===== src/rtl/core/mllm_pkg.sv =====
// mllm_pkg: shared constants and types for the multi-literal line matcher
// used by mllm_cell and multi_literal_line_matcher
package mllm_pkg;

  localparam int unsigned NumPatternsDef   = 8;
  localparam int unsigned MaxPatternLenDef = 32;

  typedef enum logic [2:0] {
    CmdText    = 3'd0,
    CmdEol     = 3'd1,
    CmdPatByte = 3'd2,
    CmdPatLen  = 3'd3,
    CmdNewFile = 3'd4
  } cmd_e;

  typedef enum logic [2:0] {
    RegIgnoreCase = 3'd0,
    RegWordMode   = 3'd1,
    RegLineMode   = 3'd2,
    RegInvert     = 3'd3,
    RegInUse      = 3'd4
  } reg_e;

  // per-cycle control handed to every cell
  typedef struct packed {
    logic       text;
    logic       clear;
    logic       start;
    logic       is_word;
    logic       line_mode;
    logic       word_mode;
    logic       ignore_case;
    logic [7:0] fbyte;
  } cell_ctl_t;

  function automatic logic [7:0] fold(input logic [7:0] c, input logic ic);
    if (ic && c >= 8'h41 && c <= 8'h5a) return c + 8'd32;
    return c;
  endfunction

  function automatic logic word_byte(input logic [7:0] c);
    return (c >= 8'h61 && c <= 8'h7a) || (c >= 8'h41 && c <= 8'h5a) ||
           (c >= 8'h30 && c <= 8'h39) || c == 8'h5f;
  endfunction

endpackage


===== src/rtl/core/mllm_cell.sv =====
// mllm_cell: one pattern slot with its shift-and prefix vector
// depends on mllm_pkg; hands its hit flag down the chain each cycle
module mllm_cell import mllm_pkg::*; #(
  parameter int unsigned MaxPatternLen = MaxPatternLenDef,
  localparam int unsigned PosW = (MaxPatternLen > 1) ? $clog2(MaxPatternLen) : 1,
  localparam int unsigned LenW = $clog2(MaxPatternLen + 1)
) (
  input  logic            clk_i,
  input  logic            rst_ni,
  input  cell_ctl_t       ctl_i,
  input  logic            use_i,
  input  logic            wr_byte_i,
  input  logic [PosW-1:0] wr_pos_i,
  input  logic [7:0]      wr_data_i,
  input  logic            wr_len_i,
  input  logic [LenW-1:0] wr_len_val_i,
  input  logic            hit_i,
  output logic            hit_o,
  output logic            eol_hit_o
);

  logic [7:0]               pat_q [MaxPatternLen];
  logic [LenW-1:0]          len_q;
  logic [MaxPatternLen:1]   pre_q, pre_d;
  logic                     pend_q, pend_d;
  logic                     hit_now;
  logic                     end_bit;

  assign end_bit = (len_q != '0) && pre_q[len_q];

  always_comb begin
    pre_d   = pre_q;
    pend_d  = pend_q;
    hit_now = 1'b0;
    if (ctl_i.clear) begin
      pre_d  = '0;
      pend_d = 1'b0;
    end else if (ctl_i.text) begin
      if (use_i && !ctl_i.line_mode && ctl_i.word_mode && pend_q && !ctl_i.is_word)
        hit_now = 1'b1;
      for (int k = 1; k <= MaxPatternLen; k++) begin
        pre_d[k] = (k <= int'(len_q)) && (fold(pat_q[k-1], ctl_i.ignore_case) == ctl_i.fbyte)
                   && ((k == 1) ? ctl_i.start : pre_q[(k > 1) ? k - 1 : 1]);
      end
      pend_d = 1'b0;
      if (len_q != '0 && pre_d[len_q] && use_i && !ctl_i.line_mode) begin
        if (ctl_i.word_mode) pend_d = 1'b1;
        else hit_now = 1'b1;
      end
    end
  end

  assign hit_o = hit_i | hit_now;

  always_comb begin
    eol_hit_o = 1'b0;
    if (use_i) begin
      if (ctl_i.line_mode) eol_hit_o = (len_q == '0) ? ctl_i.start : end_bit;
      else if (ctl_i.word_mode) eol_hit_o = pend_q;
      else eol_hit_o = (len_q == '0);
    end
  end

  always_ff @(posedge clk_i or negedge rst_ni) begin
    if (!rst_ni) begin
      pre_q  <= '0;
      pend_q <= 1'b0;
      len_q  <= '0;
      for (int i = 0; i < MaxPatternLen; i++) pat_q[i] <= '0;
    end else begin
      pre_q  <= pre_d;
      pend_q <= pend_d;
      if (wr_len_i) len_q <= wr_len_val_i;
      if (wr_byte_i) pat_q[wr_pos_i] <= wr_data_i;
    end
  end

endmodule


===== config.mk =====
export PLATFORM = sky130hd
export DESIGN_NAME = mllm_cell
export DESIGN_NICKNAME = d
export VERILOG_FILES = /design/src/rtl/core/mllm_pkg.sv /design/src/rtl/core/mllm_cell.sv
export SDC_FILE = /design/constraint.sdc
export NUM_CORES = 1
export LEC_CHECK = 0
export ABC_CLOCK_PERIOD_IN_PS = 3500
export CORE_MARGIN = 2
export CORE_UTILIZATION = 35
export DETAILED_ROUTE_END_ITERATION = 6
export DONT_BUFFER_PORTS = 1
export PLACE_DENSITY = 0.5
export SYNTH_ARGS = -nofsm -noshare
export SYNTH_HDL_FRONTEND = slang
export SYNTH_SLANG_ARGS = --single-unit

===== constraint.sdc =====
create_clock -name clk_i -period 3.5 [get_ports clk_i]
set_input_delay 0.525 -clock clk_i [delete_from_list [all_inputs] [get_ports clk_i]]
set_output_delay 0.525 -clock clk_i [all_outputs]
set_load 0.005 [all_outputs]

==> impl_metrics.toml <==
[logic_synthesis]
synth_fp_nets = 1877
yosysWarnings = 0
yosysTopAreaCellShare_pct = 39.87
ys_ff_latch = 295
syn-cell-area_mm2 = 0.01852
syn_inst = 1805
postSynthAreaPerCell_um2 = 10.26
synth-async-reset-ratio_pct = 100.0
synth_top_area_cell = "dfrtp_1"
yosysSeqAreaShare_pct = 39.87
ys.flop_type = "dfrtp_1"
synthTopCellsByArea = "dfrtp_1 (40%), mux2_2 (16%), xnor2_1 (7.8%)"
synth_edf_count = 0
synth_cell_type_count = 83

[clock_tree]
cts_sinks = 295
clkSlewWorstSetupHoldPaths_ps = 60
cts_tree = "yes"
h-tree-depth = 2
hold_buffers = 4
cts_buffers = 37
root_buffer = "clkbuf_16"
clockBufferDepth = 3
clk_latency_ps = 570

[timing]
worst_clock_skew_ps = 20.82
fmax_ghz = 0.2436
maxSlewHeadroom_pct = 24.35
grt_setup_unrepaired = "true"
setup_violations = 1
slew_viol_final = 0
post-route-period-util_pct = 117.3
fin_crit_ps = 4106
worst_slack_ps = -605.7
tightest_slew_ps = 1135
hold_slack_ps = -327.0
hold_viol = 295

[floorplanning]
die_h_um = 234
start_util_pct = 35.30
die_area_mm2 = 0.05476
pin_count = 42
num_rows = 84
core_area_mm2 = 0.05245
die_x_um = 234

[critical_path]
path_delay_family = "simple AND/OR/NAND/NOR gates"
crit_arrival_ps = 3580
cp-end-kind = "output port"
cp.buffers_inverters = 0
crit_required_ps = 2970
r2r_cells = 9
path_cells = "ha_1 -> xnor2_1 -> or4_1 -> and2_4 -> o31ai_4 -> a211oi_1 -> or4b_1 -> or4_4 -> o21ai_4"
cp_max_fo = 5
setup.worst_path.class = "reg2out"
cp.depth = 9
cpMaxStageDelayCell = "or4_4"
cp-start-kind = "flop"
critPathMaxStageDelay_ps = 600

[routing]
vias = 14730
drt-total-wl_um = 61910
drtPass1Iterations = 7
detail-route-antenna-nets = 0
drt-initial-drc-count = 1069
post_drt_wl_per_cell_um = 23.93
via_per_inst = 5.694
drc = 0

[pwr]
peakVddDrop_v = 0.0004425
p_leak_nw = 8.734
p_total_mw = 11.41
powerDensity_mw_per_mm2 = 535.4

[run_status]
violations = "negative hold slack, negative setup slack"
outcome = "finished with violations"

[global_route]
grt_pass1_wl_um = 93670
antenna_found_initial = 8
track_usage_pct = 22.99
grt_pass1_vias = 14920
grt_max_degree = 296
grt_overflow_total = 0

[layout]
layout_commonest_cell = "dfrtp_1"
stdcell_count = 2587
final_nets = 1940
most-common-layout-cells = "dfrtp_1 (292), mux2_2 (259), xnor2_1 (165)"
final_core_util_pct = 40.64
layout-drive-gt1-share_pct = 26.46
area_delta_synth_final_pct = 15.10
fillers = 5031

[placed_design]
place_inst = 2512
gp_congestion = 0.8650
portBuffers = 0
post-dp-hpwl_um = 38640

[worst_hold_path]
hp-class = "in2async"

[run]
maxCapViolations = 0
==> worst reg2reg max path: cells and delay by family, from the launching register on <==
kind / cells / cell delay (ps)
simple gates: 4 / 1710
compound gates: 3 / 500
flops: 1 / 430
fa+ha+maj: 1 / 230
xor+xnor: 1 / 120
==> synth_stat cells (all sizes together) (8+ instances only) <==
| master | instances |
|---|---|
| dfrtp | 295 |
| mux2 | 259 |
| xnor2 | 166 |
| nand2 | 128 |
| nor2 | 111 |
| xor2 | 80 |
| a21oi | 67 |
| clkbuf | 64 |
| nor3 | 59 |
| o21ai | 49 |
| buf | 40 |
| nor4 | 38 |
| ha | 32 |
| nand3 | 32 |
| nand4 | 31 |
| mux2i | 27 |
| inv | 25 |
| or4 | 23 |
| o211ai | 22 |
| nand2b | 17 |
| or3 | 17 |
| nor2b | 15 |
| or2 | 14 |
| o2111ai | 12 |
| nand3b | 11 |
| o221ai | 11 |
| o2bb2ai | 11 |
| a2111oi | 9 |
| a211oi | 9 |
| mux4 | 9 |
| nor3b | 9 |
| o31ai | 8 |
==> where the power goes <==
group | internal [mW] | switching [mW] | total, mW
Combinational | 1.61 | 1.26 | 2.87
Sequential | 4.00 | 0.658 | 4.66
Clock | 2.28 | 1.60 | 3.88
==> path summary, 6_finish.rpt <==
path	start	endpoint	slack, ps
max	pat_q[77]$_DFFE_PN0P_	hit_o	-610
min	rst_ni	pat_q[226]$_DFFE_PN0P_	-330
max reg2reg	pat_q[77]$_DFFE_PN0P_	pend_q$_DFFE_PN0P_	420
min reg2reg	pend_q$_DFFE_PN0P_	pend_q$_DFFE_PN0P_	530
max in group asynchronous	rst_ni	len_q[2]$_DFFE_PN0P_	2840
min in group clk_i	ctl_i[13]	pre_q[32]$_DFFE_PN0P_	40
==> state kept, by name (all words and copies together) (netlist names) <==
register,flops
pat_q,256
pre_q,32
len_q,6
pend_q,1
==> cell families after synthesis <==
kind of cell,Yosys count,share of synthesized area [%]
flip-flops,295,39.87
XOR/XNOR,246,11.68
AO/OA/AOI/OAI,271,10.22
AND/OR/NAND/NOR,536,14.83
multiplexers,295,18.31
adder cells (fa/ha/maj),32,2.162
buffers and inverters,130,2.933
==> final cells by class <==
class / count / area (um^2) / share of cell area [%]
multi-input combinational: 1380 / 10690 / 50.16
clock inverter: 15 / 153.9 / 0.7221
tap: 688 / 860.8 / 4.039
sequential: 295 / 7386 / 34.66
clock buffer: 53 / 1066 / 5.002
timing repair buffer: 128 / 1054 / 4.943
antenna: 2 / 5.005 / 0.02348
inverter: 26 / 97.59 / 0.4579
==> repair_timing <==
action                                 in CTS  in global routing
pin swaps                                   2                  4
endpoints found under the hold margin     297                295
setup buffers                               1                  0
gates resized for setup                    12                 17
setup endpoints to repair                   2                  2
==> metal layers <==
| metal | vias to the layer above | wire, um | GRT usage [%] |
|---|---|---|---|
| li1 | 6693 | - | - |
| met1 | 7466 | 27710 | 31.24 |
| met2 | 428 | 27540 | 35.48 |
| met3 | 134 | 4857 | 6.250 |
| met4 | 10 | 1742 | 7.318 |
| met5 | - | 60 | 0 |
==> through the flow <==
stage | TNS [ps] | setup WS [ps] | instance area [um^2]
floorplan | 0 | 25.25 | 18530
global placement | -121.4 | -121.4 | 19920
detailed placement | -164.3 | -164.3 | 19920
CTS | -692.8 | -667.2 | 21240
global route | -812.3 | -744.5 | 21310
finish | -605.7 | -605.7 | 21310
Note: power is estimated with default switching activity, not from simulation.
